[src/hdl/stream_byte_reassembler_unit_assert.svh]
// ----------------------------------------------------------------------------
// Stream byte reassembler assertion macros
// Short forms for the concurrent checks used in the reassembler RTL.
// ----------------------------------------------------------------------------
`ifndef STREAM_BYTE_REASSEMBLER_UNIT_ASSERT_SVH
`define STREAM_BYTE_REASSEMBLER_UNIT_ASSERT_SVH

// Condition holds at every clock edge out of reset.
`define SBR_ASSERT_ALWAYS(label, clk, rst_n, cond, msg) \
    label: assert property (@(posedge clk) disable iff (!(rst_n)) (cond)) \
        else $error(msg);

// Antecedent implies consequent in the same cycle.
`define SBR_ASSERT_IMPLY(label, clk, rst_n, ante, cons, msg) \
    label: assert property (@(posedge clk) disable iff (!(rst_n)) (ante) |-> (cons)) \
        else $error(msg);

// Antecedent implies consequent in the next cycle.
`define SBR_ASSERT_IMPLY_NEXT(label, clk, rst_n, ante, cons, msg) \
    label: assert property (@(posedge clk) disable iff (!(rst_n)) (ante) |=> (cons)) \
        else $error(msg);

`endif

[src/hdl/sbr_pkg.sv]
// ----------------------------------------------------------------------------
// sbr_pkg
// Shared types and constants of the stream byte reassembler.
// ----------------------------------------------------------------------------
`timescale 1ns / 1ps
`default_nettype none

package sbr_pkg;

    localparam int IN_TDATA_W  = 88;
    localparam int OUT_TDATA_W = 24;
    localparam int ROOM_W      = 11;

    // kind codes carried on s_tuser
    localparam logic KIND_SEGMENT = 1'b0;
    localparam logic KIND_DRAIN   = 1'b1;

    // classified item handed from the front to the back
    typedef struct packed {
        logic              is_seg;
        logic [63:0]       idx;
        logic [7:0]        data;
        logic              eos;
        logic              room_nz;
        logic [ROOM_W-1:0] window;
    } item_t;

endpackage

`default_nettype wire

[src/hdl/sbr_front.sv]
// ----------------------------------------------------------------------------
// sbr_front
// Input side: takes items from the slave stream, decodes the fields and
// clamps the room to the store capacity, then pushes into the item queue.
// ----------------------------------------------------------------------------
`timescale 1ns / 1ps
`default_nettype none

module sbr_front #(
    parameter int CAPACITY = 1024
) (
    input  wire logic                         s_tvalid,
    output logic                              s_tready,
    input  wire logic [sbr_pkg::IN_TDATA_W-1:0] s_tdata,
    input  wire logic                         s_tuser,
    input  wire logic                         s_tlast,
    input  wire logic                         clearing,
    output logic                              push_valid,
    input  wire logic                         push_ready,
    output sbr_pkg::item_t                    push_item
);

    localparam logic [16:0] CAP17 = 17'(CAPACITY);

    logic [sbr_pkg::ROOM_W-1:0] room;

    assign room = s_tdata[82:72];

    // hold off input while the store is being swept after reset
    assign s_tready   = push_ready && !clearing;
    assign push_valid = s_tvalid && !clearing;

    always_comb begin
        push_item.is_seg  = (s_tuser == sbr_pkg::KIND_SEGMENT);
        push_item.idx     = s_tdata[63:0];
        push_item.data    = s_tdata[71:64];
        push_item.eos     = s_tlast;
        push_item.room_nz = (room != '0);
        if ({6'b0, room} > CAP17) begin
            push_item.window = CAP17[10:0];
        end else begin
            push_item.window = room;
        end
    end

endmodule

`default_nettype wire

[config.mk]
export PLATFORM = sky130hd
export DESIGN_NAME = sbr_front
export DESIGN_NICKNAME = d
export VERILOG_FILES = /design/src/hdl/stream_byte_reassembler_unit_assert.svh /design/src/hdl/sbr_pkg.sv /design/src/hdl/sbr_front.sv
export SDC_FILE = /design/constraint.sdc
export NUM_CORES = 1
export LEC_CHECK = 0
export BUFFER_PORTS_ARGS = -buffer_cell sky130_fd_sc_hd__buf_4
export CELL_PAD_IN_SITES_DETAIL_PLACEMENT = 0
export CELL_PAD_IN_SITES_GLOBAL_PLACEMENT = 1
export CORE_ASPECT_RATIO = 0.5
export CORE_MARGIN = 2
export CORE_UTILIZATION = 10
export DETAILED_ROUTE_END_ITERATION = 10
export GPL_ROUTABILITY_DRIVEN = 0
export PLACE_DENSITY = 0.78
export SLEW_MARGIN = 5
export SYNTH_ARGS = -nofsm -noshare
export SYNTH_HDL_FRONTEND = slang
export SYNTH_SLANG_ARGS = --single-unit
[constraint.sdc]
create_clock -name vclk -period 0.8
set_input_delay 0.08 -clock vclk [all_inputs]
set_output_delay 0.08 -clock vclk [all_outputs]
set_load 0.02 [all_outputs]
# Word level (Yosys, flattened, before mapping)
# Cells that the tools add are included.
# Widths: inputs -> output; s select.
# op_classes
order_cmp,1
mux,1
n_bitwise,1
n_reduce_logical,4
# ops
cell,count
$gt 11x11->1 const B,1
$mux 11,1
$reduce_bool 11->1,1
$logic_and 1x1->1,2
$logic_not 1->1,1
$not 1->1,1
# totals
ff_bits,0
inputBits,93
output_inout_bits,88
word_cells,7

# Depth between registers and ports, before layout
# logic_depth
depth_word,2
mapped_depth,3
ltp_nobuf,2

# Worst setup path after synthesis
# OpenSTA, ideal clock, no wires.
# synth_timing
path_type,input-to-output
start,input s_tdata[76] (netlist name)
end,output push_item[11] (netlist name)
arrival_time_ps,555
required_time_ps,720
slack_ps,165
stages,2
n_path_buf,0
cell_sequence,nor4_1 nand3_1
# synth_lines
element,line,text
from (decl),sbr_front.sv:14,"input wire logic [sbr_pkg::IN_TDATA_W-1:0] s_tdata,"
to (decl),sbr_front.sv:20,output sbr_pkg::item_t push_item

==> flow_summary.ini <==
[finish]
layout-drive-gt1-share = 0.7021
layout_commonest_cell = buf_4
antennaDiodeCount = 0
nFlopsAndLatches = 0
fin_nets = 142
clkbuf_count = 0
register_area_um2 = 0
final_cell_mix = 25 x buf_4, 12 x nor2b_1, 4 x buf_6
final_area_um2 = 490.5
area_delta_synth_final_pct = -26.73

[yosys]
yosysWarningCount = 0
synth.net_count = 185
synth_largest_area_cell = buf_4
synthCells = 92
synth_area_um2 = 669.4
syn_avg_cell_area_um2 = 7.276
synthDominantCellAreaShare = 0.8187
synthTopCellsByArea = buf_4 82%, nor2b_1 11%, nor4_1 1.9%
synth-seq-area-share = 0
synth_cell_type_count = 8

[critical_path]
critical_path_buf_inv_count = 2
cp_top_family = simple AND/OR/NAND/NOR gates
path_max_fanout = 2
path_cells = buf_6 -> nor4_4 -> nand3_1 -> buf_6
slowest_stage = nor4_4
cpMostUsedCell = buf_6
critical_path_class = in -> out
end_kind = output port
cp-start-kind = input port
cp.arrival_ps = 730
crit_required_ps = 720
slowest_delay_ps = 260

[hold_path]
hp-class = in -> out

[sta]
slew-limit-headroom = 0.8632
hold_viol_final = 0
worst_pin_slew_ps = 203.6
setup_viol = 1
slew_viol_final = 0
fin_crit_ps = 808.7
finalCritPeriodShare = 1.011
worst_slack_ps = -8.688
rsz0062_at_grt = true
fmax_mhz = 1237

[power]
p_leak_nw = 0.1925
ir_drop_v = 0.00005659
power_density_nw_per_um2 = 459.2

[drt]
antenna_left = 0
viasPerCell = 2.345
routed_wl_mm = 1.244
wire_per_inst_um = 8.950
drc = 0
drt_iter0_drc = 1
drt-pass1-iter-count = 2
vias = 326

[global_routing]
grt_util_met1 = 0.02856
grt_pass1_vias = 252
gr-usage-met2 = 0.009796
grt_max_degree = 13
grt_usage = 0.02352
grt_pass1_wl_mm = 1.393
antenna_found_initial = 0
grt_use_met3 = 0.03832
grt-ovfl-total = 0
grt-busiest-layer = met3

[floorplanning]
die_area_um2 = 7404
pin_count = 181
fp.dieH_um = 61.86
start_util = 0.1019
core-area_um2 = 6569
die_x_um = 119.7
row_count = 21

[place]
dp_slack_ps = -64.43
port_buffers = 30
place_area_um2 = 446.7
hpwl_um = 992.7

[status]
violations = negative setup slack
status = complete, but fails checks

[flow_run]
drv.max_cap_violation_count = 0

[clock_tree]
post_cts_buffers = 0
-- layout make-up --
class,instances,area (µm²)
fill,798,6078
inverter,1,3.754
multi-input combinational,16,123.9
tap,92,115.1
timing repair buffer,30,247.7
-- stage by stage --
stage                     total power, mW  TNS (ps)  cells  utilization  hold slack [ps]
after floorplan                    0.6212         0     92            -            236.6
after global placement             0.2048    -77.11    139      0.06800            160.1
after detailed placement           0.2058    -64.43    139      0.06800            160.1
after CTS                          0.2234    -5.763    139      0.07410            160.1
after global routing               0.2451    -48.20    139      0.07467            160.0
final                              0.2252    -8.688    139      0.07467            160.0
-- timing repair --
item	in CTS	in global routing
pin swaps	3	2
endpoints found under the hold margin	0	0
hold buffers	0	0
resized for setup	8	1
setup endpoints to repair	1	1
-- power by group --
group,internal [mW],switching (mW),total [mW]
sequential,0,0,0
combinational,0.120,0.105,0.225
clock,0,0,0
total,0.120,0.105,0.225
-- cells in the mapped netlist, drive strengths merged --
| library cell | instances |
|---|---|
| nor2b | 12 |
| nor4 | 2 |
| nor3 | 1 |
| inv | 1 |
| clkbuf | 1 |
| nand3 | 1 |
| buf | 74 |
-- cells by family (layout without fill, tap and decap cells) --
kind of cell / count (synthesis) / after routing / synth area share
buffers and inverters: 76 / 31 / 0.8467
and+or+nand+nor: 16 / 16 / 0.1533
-- layer usage --
metal,vias up,share of wire
met2,59,0.36
met5,-,0
met1,138,0.35
met3,12,0.25
met4,0,0.041
li1,117,-
-- final timing paths --
check / slack (ps) / depth (start not counted) / start / to
worst max-delay path: -9 / 4 / s_tdata[72] / push_item[11]
worst min-delay path: 160 / 0 / s_tdata[10] / push_item[31]
(Power assumes the default switching activity.)
