## config.mk

```make
export PLATFORM = sky130hd
export DESIGN_NAME = sbr_fifo
export DESIGN_NICKNAME = d
export VERILOG_FILES = /design/src/hdl/stream_byte_reassembler_unit_assert.svh /design/src/hdl/sbr_pkg.sv /design/src/hdl/sbr_fifo.sv
export SDC_FILE = /design/constraint.sdc
export NUM_CORES = 1
export LEC_CHECK = 0
export BUFFER_PORTS_ARGS = -buffer_cell sky130_fd_sc_hd__clkbuf_2
export CAP_MARGIN = 25
export CORE_MARGIN = 10
export CORE_UTILIZATION = 56
export CTS_CLUSTER_DIAMETER = 200
export DETAILED_ROUTE_END_ITERATION = 16
export PLACE_DENSITY = 0.82
export SLEW_MARGIN = 20
export SYNTH_ARGS = -nofsm -noshare
export SYNTH_HDL_FRONTEND = slang
export SYNTH_SLANG_ARGS = --single-unit
```

## constraint.sdc

```tcl
create_clock -name aclk -period 7.4 [get_ports aclk]
set_input_delay 1.48 -clock aclk [delete_from_list [all_inputs] [get_ports aclk]]
set_output_delay 1.48 -clock aclk [all_outputs]
set_load 0.01 [all_outputs]
```

## src/hdl/stream_byte_reassembler_unit_assert.svh

```systemverilog
// ----------------------------------------------------------------------------
// Stream byte reassembler assertion macros
// Short forms for the concurrent checks used in the reassembler RTL.
// ----------------------------------------------------------------------------
`ifndef STREAM_BYTE_REASSEMBLER_UNIT_ASSERT_SVH
`define STREAM_BYTE_REASSEMBLER_UNIT_ASSERT_SVH

// Condition holds at every clock edge out of reset.
`define SBR_ASSERT_ALWAYS(label, clk, rst_n, cond, msg) \
    label: assert property (@(posedge clk) disable iff (!(rst_n)) (cond)) \
        else $error(msg);

// Antecedent implies consequent in the same cycle.
`define SBR_ASSERT_IMPLY(label, clk, rst_n, ante, cons, msg) \
    label: assert property (@(posedge clk) disable iff (!(rst_n)) (ante) |-> (cons)) \
        else $error(msg);

// Antecedent implies consequent in the next cycle.
`define SBR_ASSERT_IMPLY_NEXT(label, clk, rst_n, ante, cons, msg) \
    label: assert property (@(posedge clk) disable iff (!(rst_n)) (ante) |=> (cons)) \
        else $error(msg);

`endif

```

## src/hdl/sbr_pkg.sv

```systemverilog
// ----------------------------------------------------------------------------
// sbr_pkg
// Shared types and constants of the stream byte reassembler.
// ----------------------------------------------------------------------------
`timescale 1ns / 1ps
`default_nettype none

package sbr_pkg;

    localparam int IN_TDATA_W  = 88;
    localparam int OUT_TDATA_W = 24;
    localparam int ROOM_W      = 11;

    // kind codes carried on s_tuser
    localparam logic KIND_SEGMENT = 1'b0;
    localparam logic KIND_DRAIN   = 1'b1;

    // classified item handed from the front to the back
    typedef struct packed {
        logic              is_seg;
        logic [63:0]       idx;
        logic [7:0]        data;
        logic              eos;
        logic              room_nz;
        logic [ROOM_W-1:0] window;
    } item_t;

endpackage

`default_nettype wire

```

## src/hdl/sbr_fifo.sv

```systemverilog
// ----------------------------------------------------------------------------
// sbr_fifo
// Two-entry item queue between the front and the back.
// ----------------------------------------------------------------------------
`timescale 1ns / 1ps
`default_nettype none

module sbr_fifo (
    input  wire logic    aclk,
    input  wire logic    aresetn,
    input  wire logic    in_valid,
    output logic         in_ready,
    input  wire sbr_pkg::item_t in_item,
    output logic         out_valid,
    input  wire logic    out_pop,
    output sbr_pkg::item_t out_item
);

    sbr_pkg::item_t entry_reg [2];
    logic       wr_ptr_reg;
    logic       rd_ptr_reg;
    logic [1:0] count_reg;
    logic       push;
    logic       pop;

    assign in_ready  = (count_reg != 2'd2);
    assign out_valid = (count_reg != 2'd0);
    assign out_item  = entry_reg[rd_ptr_reg];
    assign push      = in_valid && in_ready;
    assign pop       = out_pop && out_valid;

    always_ff @(posedge aclk) begin
        if (!aresetn) begin
            wr_ptr_reg <= 1'b0;
            rd_ptr_reg <= 1'b0;
            count_reg  <= 2'd0;
        end else begin
            if (push) begin
                wr_ptr_reg <= !wr_ptr_reg;
            end
            if (pop) begin
                rd_ptr_reg <= !rd_ptr_reg;
            end
            case ({push, pop})
                2'b10:   count_reg <= count_reg + 2'd1;
                2'b01:   count_reg <= count_reg - 2'd1;
                default: count_reg <= count_reg;
            endcase
        end
    end

    always_ff @(posedge aclk) begin
        if (push) begin
            entry_reg[wr_ptr_reg] <= in_item;
        end
    end

endmodule

`default_nettype wire

```

### Word-level counts from Yosys, hierarchy flattened

Memories as Yosys holds them, arrays and structs flattened. A register that Yosys moved wholly into a read port is not among the register bits.
Cells that the tools add are included.

* register bits: 4
* bits in latches: 0
* memory bits (writable): 172
* ROM bits: 0
* input port bits: 90
* word-level logic and storage cells: 20
* memories: 1

* add/subtract/negate cells: 2
* multipliers: 0
* div/mod/pow operators: 0
* order comparisons: 0
* equal/unequal tests: 3
* shift-type cells: 0
* multiplexer cells: 5
* bitwise logic cells: 0
* reductions and logical operators: 6

Memories
* entry_reg: depth 2, bits a word 86, read ports 1, clocked after Yosys merged registers in 1, write ports 1, line sbr_fifo.sv:19 `sbr_pkg::item_t entry_reg [2];`

Operators with widths (number)
* $mux 1: 4
* $pmux 2 s2: 1
* $reduce_bool 2->1: 2
* $add 2x1->2 const B: 1
* $eq 2x1->1 const B: 1
* $eq 2x2->1 const B: 1
* $logic_and 1x1->1: 2
* $logic_not 1->1: 2
* $ne 2x2->1 const B: 1
* $sub 2x1->2 const B: 1

### Depth between registers and ports, before layout

Gate-level depths: netlist of run 1.

* depth after elaboration: 4
* gate-level depth with buffers: 6

### Worst setup path after synthesis of run 1

No wires, ideal clock.

* kind: input port to flip-flop
* from: input port in_valid
* to: memory entry_reg[1][0] (netlist bit) (enable)
* setup time: 0.454 ns
* arrival time: 3.530 ns
* required time: 6.946 ns
* setup slack: 3.415 ns
* stages on the path: 1
* cells stage by stage: and3_1

* cells in the longest elaborated chain, start to end: 3

RTL lines
* start: declaration: line sbr_fifo.sv:11 `input wire logic in_valid,`
* $logic_and 1x1->1: line sbr_fifo.sv:29 `assign push = in_valid && in_ready;`
* $mux 1: line sbr_fifo.sv:53 `if (push) begin`
* $mux 1 (not written as such): line sbr_fifo.sv:54 `entry_reg[wr_ptr_reg] <= in_item;`
* end: declaration: line sbr_fifo.sv:19

Every way passes these cells.

==> results of run 1 <==
-- Yosys cell counts --
cell / count / area, um^2
mux2_2: 86 / 968.4
nand3b_1: 1 / 7.510
edfxtp_1: 172 / 5165
a21bo_2: 1 / 10.01
ha_1: 1 / 12.51
or3_1: 1 / 6.260
and2_1: 1 / 6.260
o21ai_0: 1 / 5.000
buf_6: 5 / 56.30
or2_2: 1 / 6.260
o21a_1: 1 / 7.510
nand2_1: 1 / 3.750
nor2b_1: 2 / 12.51
dfxtp_1: 5 / 100.1
a21boi_1: 1 / 7.510
xnor2_1: 3 / 26.28
nand2b_1: 1 / 6.260
and3_1: 1 / 6.260
buf_2: 5 / 25.02
inv_1: 1 / 3.750
a21boi_0: 1 / 7.510
-- cell type report --
cell class | count | area (um^2) | share of cell area
flip-flops and latches | 177 | 5269 | 0.6501
inverters | 1 | 5.005 | 0.0006176
well taps | 143 | 178.9 | 0.02208
clock buffers | 18 | 429.2 | 0.05296
clock inverters | 14 | 141.4 | 0.01745
repair buffers | 181 | 975.9 | 0.1204
multi-input cells | 104 | 1105 | 0.1363
-- worst max-delay path by stage --
stage,endpoint,slack [ns]
final,out_item[53],4.01
after global routing,out_item[53],3.91
after CTS,out_item[53],3.97
after detailed placement,out_item[79],4.43
after global placement,out_item[79],4.20
after floorplan,entry_reg[1][0]$_DFFE_PP_,3.42
-- layer usage --
metal / up-vias / GRT usage
li1: 1541 / -
met1: 1633 / 0.1813
met2: 152 / 0.2315
met3: 18 / 0.05749
met4: 0 / 0.06430
met5: - / 0
-- cell families (layout without fill, tap and decap cells) --
group / after synthesis / after routing / share of synthesized area
DFF: 177 / 177 / 0.8163
muxes: 86 / 86 / 0.1501
buffers and inverters: 11 / 214 / 0.01319
and+or+nand+nor: 9 / 9 / 0.008538
AOI/OAI and AO/OA: 5 / 5 / 0.005820
xor gates and xnor gates: 3 / 3 / 0.004074
adders and majority gates: 1 / 1 / 0.001940
-- through the flow --
step           setup slack, ns  area, um^2
2_1_floorplan            3.415        6450
3_3_place_gp             4.200        7451
3_5_place_dp             4.427        7533
4_1_cts                  3.972        8104
5_1_grt                  3.913        8104
6_report                 4.009        8104
-- worst max-delay path: stages (launching register included) --
cell,delay [ns]
dfxtp_4,0.61
buf_16,0.32
mux2_2,0.40
clkbuf_2,0.13
-- report_power, final --
| group | leakage, nW | total [mW] | internal, mW | switching (mW) |
|---|---|---|---|---|
| registers | 1.65 | 1.33 | 1.27 | 0.0599 |
| logic | 1.14 | 0.707 | 0.342 | 0.365 |
| clock network | 0.265 | 0.844 | 0.495 | 0.349 |
==> flow_metrics.tcl, run 1 <==
set metrics [dict create \
    yosysWarnings 0 \
    wire_per_inst_um 19.36 \
    hold_buffers 0 \
    max_freq_ghz 0.2949 \
    die_y_um 127.3 \
    critPathKind "reg2out" \
    routabilityCongestion 0.7374 \
    final_antenna_net_count 0 \
    synthCells 292 \
    layout-drive-gt1-share 0.6061 \
    fp-row-count 39 \
    dp_hpwl_um 8799 \
    grt_pass1_wl_um 18700 \
    area_delta_synth_final_pct 25.64 \
    setup_viol 0 \
    n_fill_cell 722 \
    reg2regPathDepth 5 \
    hold_path.class "reg2reg" \
    critical_path_required_ns 5.92 \
    critPathMaxFanout 57 \
    cp_data_arrival_time_ns 1.91 \
    grt_max_degree 58 \
    grt_usage 0.1486 \
    cts_tree "yes" \
    core_um2 11370 \
    fin_crit_ns 3.391 \
    setup_tns_ns 0 \
    hold_depth 2 \
    r2r_start "count_reg[0]$_SDFFE_PN0P_" \
    io_pins 178 \
    dr_wl_met3_um 1132 \
    hold_violations 0 \
    antenna_found_initial 0 \
    die_area_um2 16210 \
    antenna_cells 0 \
    max-slew-margin-rel 0.5857 \
    avgSynthCellArea_um2 22.09 \
    vias 3344 \
    total_power_mw 2.877 \
    rsz0062_at_grt "false" \
    initial_core_util 0.5673 \
    cts_resized 0 \
    hold_slack_ns 0.5389 \
    clock_sinks 177 \
    synth-seq-area-share 0.8163 \
    skew_ns 0.005353 \
    clk_latency_ns 0.41 \
    nets 573 \
    worstReg2RegEnd "entry_reg[0][5]$_DFFE_PP_" \
    met2WireLength_um 5934 \
    cts.path.max_buffers 2 \
    post-route-period-util 0.4582 \
    finalWirelength_um 12350 \
    initialDrtViolationCount 295 \
    grt-ovfl-total 0 \
    status "finished clean" \
    largest_reg_flops 172 \
    post_cts_buffers 0 \
    cts_buffers 17 \
    clockRootBuffer "clkbuf_16" \
    syn_area_um2 6450 \
    stdcell_count 638 \
    drc 0 \
    h-tree-depth 4 \
    p_per_area_nw_per_um2 355.1 \
    p_leak_nw 3.057 \
    regToRegSetupSlack_ns 5.44 \
    final_cell_mix "clkbuf_2 (177), edfxtp_1 (172), mux2_2 (86)" \
    ys_ff_latch 177 \
    fin_util 0.7128 \
    synth_nets 383 \
    first_global_vias 3583 \
    hold_path.startpoint "rd_ptr_reg$_SDFFE_PN0P_" \
    placedCellCount 606 \
    slew_viol_final 0 \
    vias_per_cell 5.241 \
    worstSetupEndpointType "output pin" \
    clkSlewWorstSetupHoldPaths_ns 0.06 \
    start_kind "flip-flop" \
    maxCapViolCount 0 \
    final_common_cell "clkbuf_2" \
    die_w_um 127.3 \
    dr.pass1.iters 4 \
    wl_met1_um 5081 \
    top_layer_used "met4" \
    peakVddDrop_v 0.0002430 \
    synth_cell_types 21 \
    worst_slew_pin_slew_ns 0.6214 \
    io_buffers 177 \
]
No activity file was read; power rests on OpenSTA's default activity.
==> run 2: changes to the inputs <==
--- a/config.mk
+++ b/config.mk
@@ -5,13 +5,14 @@
 export SDC_FILE = /design/constraint.sdc
 export NUM_CORES = 1
 export LEC_CHECK = 0
+export ABC_AREA = 1
 export BUFFER_PORTS_ARGS = -buffer_cell sky130_fd_sc_hd__clkbuf_2
 export CAP_MARGIN = 25
 export CORE_MARGIN = 10
-export CORE_UTILIZATION = 56
+export CORE_UTILIZATION = 47
 export CTS_CLUSTER_DIAMETER = 200
 export DETAILED_ROUTE_END_ITERATION = 16
-export PLACE_DENSITY = 0.82
+export PLACE_DENSITY = 0.72
 export SLEW_MARGIN = 20
 export SYNTH_ARGS = -nofsm -noshare
 export SYNTH_HDL_FRONTEND = slang
==> constraint.sdc (replaced) <==
create_clock -name aclk -period 2.8 [get_ports aclk]
set_input_delay 0.56 -clock aclk [delete_from_list [all_inputs] [get_ports aclk]]
set_output_delay 0.56 -clock aclk [all_outputs]
set_load 0.01 [all_outputs]
==> flow_metrics.tcl, run 2 <==
set metrics [dict create \
    design_area_um2 8290 \
    dr.pass1.iters 4 \
    largest_reg_flops 172 \
    vias 3376 \
    synth_edf_count 172 \
    clk_latency_ns 0.42 \
    wire_per_inst_um 18.65 \
    slew_viol_final 0 \
    io_pins 178 \
    cts_buffers 17 \
    rsz0062_at_grt "false" \
    yosysTopAreaCell "edfxtp_1" \
    clock_sinks 177 \
    avgSynthCellArea_um2 21.86 \
    vias_per_cell 4.893 \
    dp_hpwl_um 9371 \
    final_common_cell "clkbuf_2" \
    die_area_um2 19290 \
    multi_input_area_um2 1250 \
    cp_data_arrival_time_ns 1.92 \
    antenna_found_initial 1 \
    nets 589 \
    antenna_cells 0 \
    die_w_um 138.9 \
    p_leak_nw 3.232 \
    stdcell_count 690 \
    cts_resized 0 \
    crit_chain "buf_4 > mux2_2 > clkbuf_2" \
    skew_ns 0.006253 \
    preCtsSetupSlack_ns 0.7372 \
    hold_slack_ns 0.3260 \
    routabilityCongestion 0.7086 \
    setup_viol 0 \
    placed_cell_area_um2 7746 \
    synthTopCellsByCount "edfxtp_1 (172), mux2_2 (46), mux2_4 (40), nand2_1 (10), nor2_1 (10)" \
    clkSlewWorstSetupHoldPaths_ns 0.07 \
    final_antenna_net_count 0 \
    post_cts_buffers 0 \
    cts_tree "yes" \
    area_delta_synth_final_pct 24.76 \
    status "finished clean" \
    post-route-period-util 0.8866 \
    core_um2 13880 \
    initial_core_util 0.4787 \
    start_kind "flip-flop" \
    max-slew-margin-rel 0.5587 \
    critical-path-max-stage-delay_ns 0.65 \
    io_buffers 177 \
    synth_flop_cell "edfxtp_1" \
    hold_buffers 0 \
    hold_violations 0 \
    ys_ff_latch 177 \
    hold_path.class "in2reg" \
    synthCells 304 \
    placedCellCount 659 \
    worstSetupEndpointType "output pin" \
    synth_cell_types 17 \
    synth-async-reset-ratio 0 \
    synth_top_area_share 0.7773 \
    initialDrtViolationCount 199 \
    grt_pass1_wl_um 20040 \
    synth_nets 395 \
    max_freq_ghz 0.4028 \
    synthTopCellsByArea "edfxtp_1 (78%), mux2_4 (9.0%), mux2_2 (7.8%), dfxtp_1 (1.5%), buf_12 (1.2%)" \
    critPathKind "reg2out" \
    synth-seq-area-share 0.7923 \
    maxCapViolCount 0 \
    syn_area_um2 6645 \
    fp-row-count 43 \
    worst_slack_ns 0.3174 \
    layout-drive-gt1-share 0.5941 \
    grt_max_degree 50 \
    grt_usage 0.1345 \
    p_per_area_nw_per_um2 828.1 \
    cts.path.max_buffers 2 \
    clockRootBuffer "clkbuf_16" \
    critPathMaxFanout 25 \
    first_global_vias 3789 \
    final_cell_mix "clkbuf_2 (177), edfxtp_1 (172), mux2_2 (46)" \
    yosysWarnings 0 \
    grt-ovfl-total 0 \
    n_fill_cell 1050 \
    h-tree-depth 4 \
    critPathSlowestCell "dfxtp_4" \
    critical_path_required_ns 2.24 \
    regArea_um2 5269 \
    finalWirelength_um 12870 \
    die_y_um 138.9 \
    drc 0 \
    yosysMostFrequentCell "edfxtp_1" \
    worst_slew_pin_slew_ns 0.6619 \
    fin_crit_ns 2.483 \
    peakVddDrop_v 0.0006364 \
]
run 2: critical path: cells and delay by family (launching register included):
kind | cells | cell delay, ns
flip-flops | 1 | 0.65
buffers and inverters | 2 | 0.47
multiplexers | 1 | 0.37
run 2: report_power, final:
group	total (mW)	switching [mW]	internal [mW]
logic	1.34	0.689	0.652
clock network	2.17	0.942	1.22
registers	3.36	0.113	3.25
total	6.87	1.74	5.12
run 2: path summary, 6_finish.rpt:
| kind | from | end | slack, ns | cells past startpoint |
|---|---|---|---|---|
| max | flip-flop | out_item[74] | 0.32 | 3 |
| min | in_item[0] | entry_reg[1][0]$_DFFE_PP_ | 0.33 | 1 |
| max reg2reg | count_reg[0]$_SDFFE_PN0P_ | entry_reg[0][67]$_DFFE_PP_ | 0.94 | 5 |
| min reg2reg | rd_ptr_reg$_SDFFE_PN0P_ | rd_ptr_reg$_SDFFE_PN0P_ | 0.50 | 2 |
run 2: cell families (layout without fill, tap and decap cells):
kind of cell | after synthesis | after routing | share of synthesized area
DFF | 177 | 177 | 0.7923
muxes | 86 | 86 | 0.1683
buffers and inverters | 15 | 221 | 0.02184
adders and majority gates | 1 | 1 | 0.001883
AOI/OAI and AO/OA | 3 | 3 | 0.002635
and+or+nand+nor | 22 | 22 | 0.01299
run 2: through the flow:
stage	utilization	total power [mW]	TNS, ns
6_report	0.5973	6.866	0
5_1_grt	0.5973	7.175	0
4_1_cts	0.5973	6.970	0
3_5_place_dp	0.5580	4.797	0
3_3_place_gp	0.5580	4.755	0
2_1_floorplan	-	4.293	-98.17
run 2: layer usage:
metal | vias to the layer above | track usage | share of wire
met3 | 13 | 0.07705 | 0.098
met4 | 0 | 0.04558 | 0.013
met2 | 122 | 0.2266 | 0.51
li1 | 1579 | - | -
met5 | - | 0 | 0
met1 | 1662 | 0.1373 | 0.38
run 2: layout make-up:
class | count | area share
multi-input combinational | 112 | 0.1508
tap | 180 | 0.02717
timing repair buffer | 185 | 0.1186
clock buffer | 19 | 0.05222
clock inverter | 12 | 0.01343
sequential | 177 | 0.6355
inverter | 5 | 0.002264
==> run 3: changes to the inputs <==
==> constraint.sdc (replaced) <==
create_clock -name aclk -period 2.8 [get_ports aclk]
set_input_delay 0.56 -clock aclk [delete_from_list [all_inputs] [get_ports aclk]]
set_output_delay 0.56 -clock aclk [all_outputs]
set_load 0.1 [all_outputs]
==> flow_metrics.tcl, run 3 (synthesized netlist as in run 2, its figures left out) <==
set metrics [dict create \
    status "finished clean" \
    final_common_cell "clkbuf_2" \
    worstReg2RegEnd "entry_reg[1][5]$_DFFE_PP_" \
    final_cell_mix "clkbuf_2 (177), edfxtp_1 (172), mux2_2 (46)" \
    stdcell_count 689 \
    grt_pass1_wl_um 20030 \
    rsz0062_at_grt "false" \
    grt_usage 0.1330 \
    setup_viol 0 \
    vias 3327 \
    wire_per_inst_um 18.85 \
    placedCellCount 657 \
    hold_end "entry_reg[0][10]$_DFFE_PP_" \
    hold_path.startpoint "in_item[10]" \
    dp_hpwl_um 9214 \
    critical-path-max-stage-delay_ns 0.38 \
    hold_path.class "in2reg" \
    grt-ovfl-total 0 \
    critPathMaxFanout 45 \
    post_cts_buffers 0 \
    layout-drive-gt1-share 0.5914 \
    antenna_found_initial 0 \
    regToRegSetupSlack_ns 0.97 \
    routabilityCongestion 0.7101 \
    worst_slew_pin_slew_ns 0.6263 \
    maxCapViolCount 0 \
    die_w_um 138.9 \
    critical_path_required_ns 2.24 \
    clkSlewWorstSetupHoldPaths_ns 0.06 \
    clockRootBuffer "clkbuf_16" \
    r2r_start "count_reg[0]$_SDFFE_PN0P_" \
    fin_crit_ns 2.427 \
    io_pins 178 \
    slew_viol_final 0 \
    vias_per_cell 4.829 \
    cts.path.max_buffers 2 \
    crit_buf_inv 2 \
    max-slew-margin-rel 0.5825 \
    use_met1 0.1499 \
    initialDrtViolationCount 212 \
    grt_max_degree 46 \
    met3_usage 0.06815 \
    clock_sinks 177 \
    peakVddDrop_v 0.0007374 \
    cts_resized 0 \
    die_area_um2 19290 \
    final_antenna_net_count 0 \
    busiest_layer "met2" \
    hold_violations 0 \
    cts_tree "yes" \
    initial_core_util 0.4787 \
    finalWirelength_um 12990 \
    worstSetupEndpointType "output pin" \
    setup_tns_ns 0 \
    p_leak_nw 3.208 \
    p_per_area_nw_per_um2 1056 \
    cpLargestDelayFamily "buffers and inverters" \
    post-route-period-util 0.8667 \
    fp-row-count 43 \
    nets 587 \
    area_delta_synth_final_pct 24.16 \
    critPathKind "reg2out" \
    skew_ns 0.008859 \
    reg2regPathDepth 5 \
    crit_chain "buf_12 > mux2_2 > clkbuf_2" \
    largest_reg_flops 172 \
    die_y_um 138.9 \
    clk_latency_ns 0.41 \
    hold_depth 1 \
    max_freq_ghz 0.4121 \
    io_buffers 177 \
    critPathSlowestCell "mux2_2" \
    hold_buffers 0 \
    start_kind "flip-flop" \
    grtUsageMet2 0.2171 \
    cts_buffers 17 \
    dr.pass1.iters 4 \
    first_global_vias 3706 \
    core_um2 13880 \
    cp_data_arrival_time_ns 1.87 \
    drc 0 \
    h-tree-depth 4 \
    antenna_cells 0 \
]
[run 3: cell count changes in the layout (fill, tap and decap cells not counted), sizes merged]
cell	before	now
inv	8	5
clkinv	5	10
clkinvlp	3	4
buf	8	6
bufinv	1	0
clkbuf	196	195
[run 3: layout make-up]
class / instances / area [um^2]
fillers: 1075 / 5630
clock buffers: 18 / 429.2
clock inverters: 14 / 95.09
flip-flops and latches: 177 / 5269
multi-input cells: 112 / 1257
repair buffers: 183 / 955.9
inverters: 5 / 18.77
well taps: 180 / 225.2
[run 3: layer usage]
metal | vias to the layer above | share of wire
met2 | 131 | 0.50
met5 | - | 0
met1 | 1611 | 0.41
met3 | 8 | 0.089
li1 | 1577 | -
met4 | 0 | 0.0055
[run 3: power breakdown]
group          leakage, nW  total (mW)  internal, mW  switching [mW]
Combinational         1.31        3.33         0.640            2.69
Sequential            1.65        3.33          3.25          0.0790
Clock                0.244        2.06          1.13           0.931
Total                 3.21        8.71          5.01            3.70
[run 3: worst max path at each step]
stage,startpoint,end,cells past startpoint
final,flip-flop,out_item[20],3
after floorplan,count_reg[0]$_SDFFE_PN0P_,entry_reg[1][0]$_DFFE_PP_,4
after detailed placement,flip-flop,out_item[22],3
after global placement,flip-flop,out_item[15],3
after CTS,flip-flop,out_item[22],3
after global routing,flip-flop,out_item[22],3
[run 3: stage by stage]
stage	instance area, um^2	utilization	hold WS [ns]	setup slack, ns	total power [mW]
2_1_floorplan	6668	-	0.4512	0.1003	6.299
3_3_place_gp	7726	0.5566	0.4692	0.8283	6.695
4_1_cts	8250	0.5944	0.3152	0.3588	8.797
5_1_grt	8250	0.5944	0.3124	0.3089	9.009
3_5_place_dp	7726	0.5566	0.4832	0.8105	6.743
6_report	8250	0.5944	0.3318	0.3732	8.710
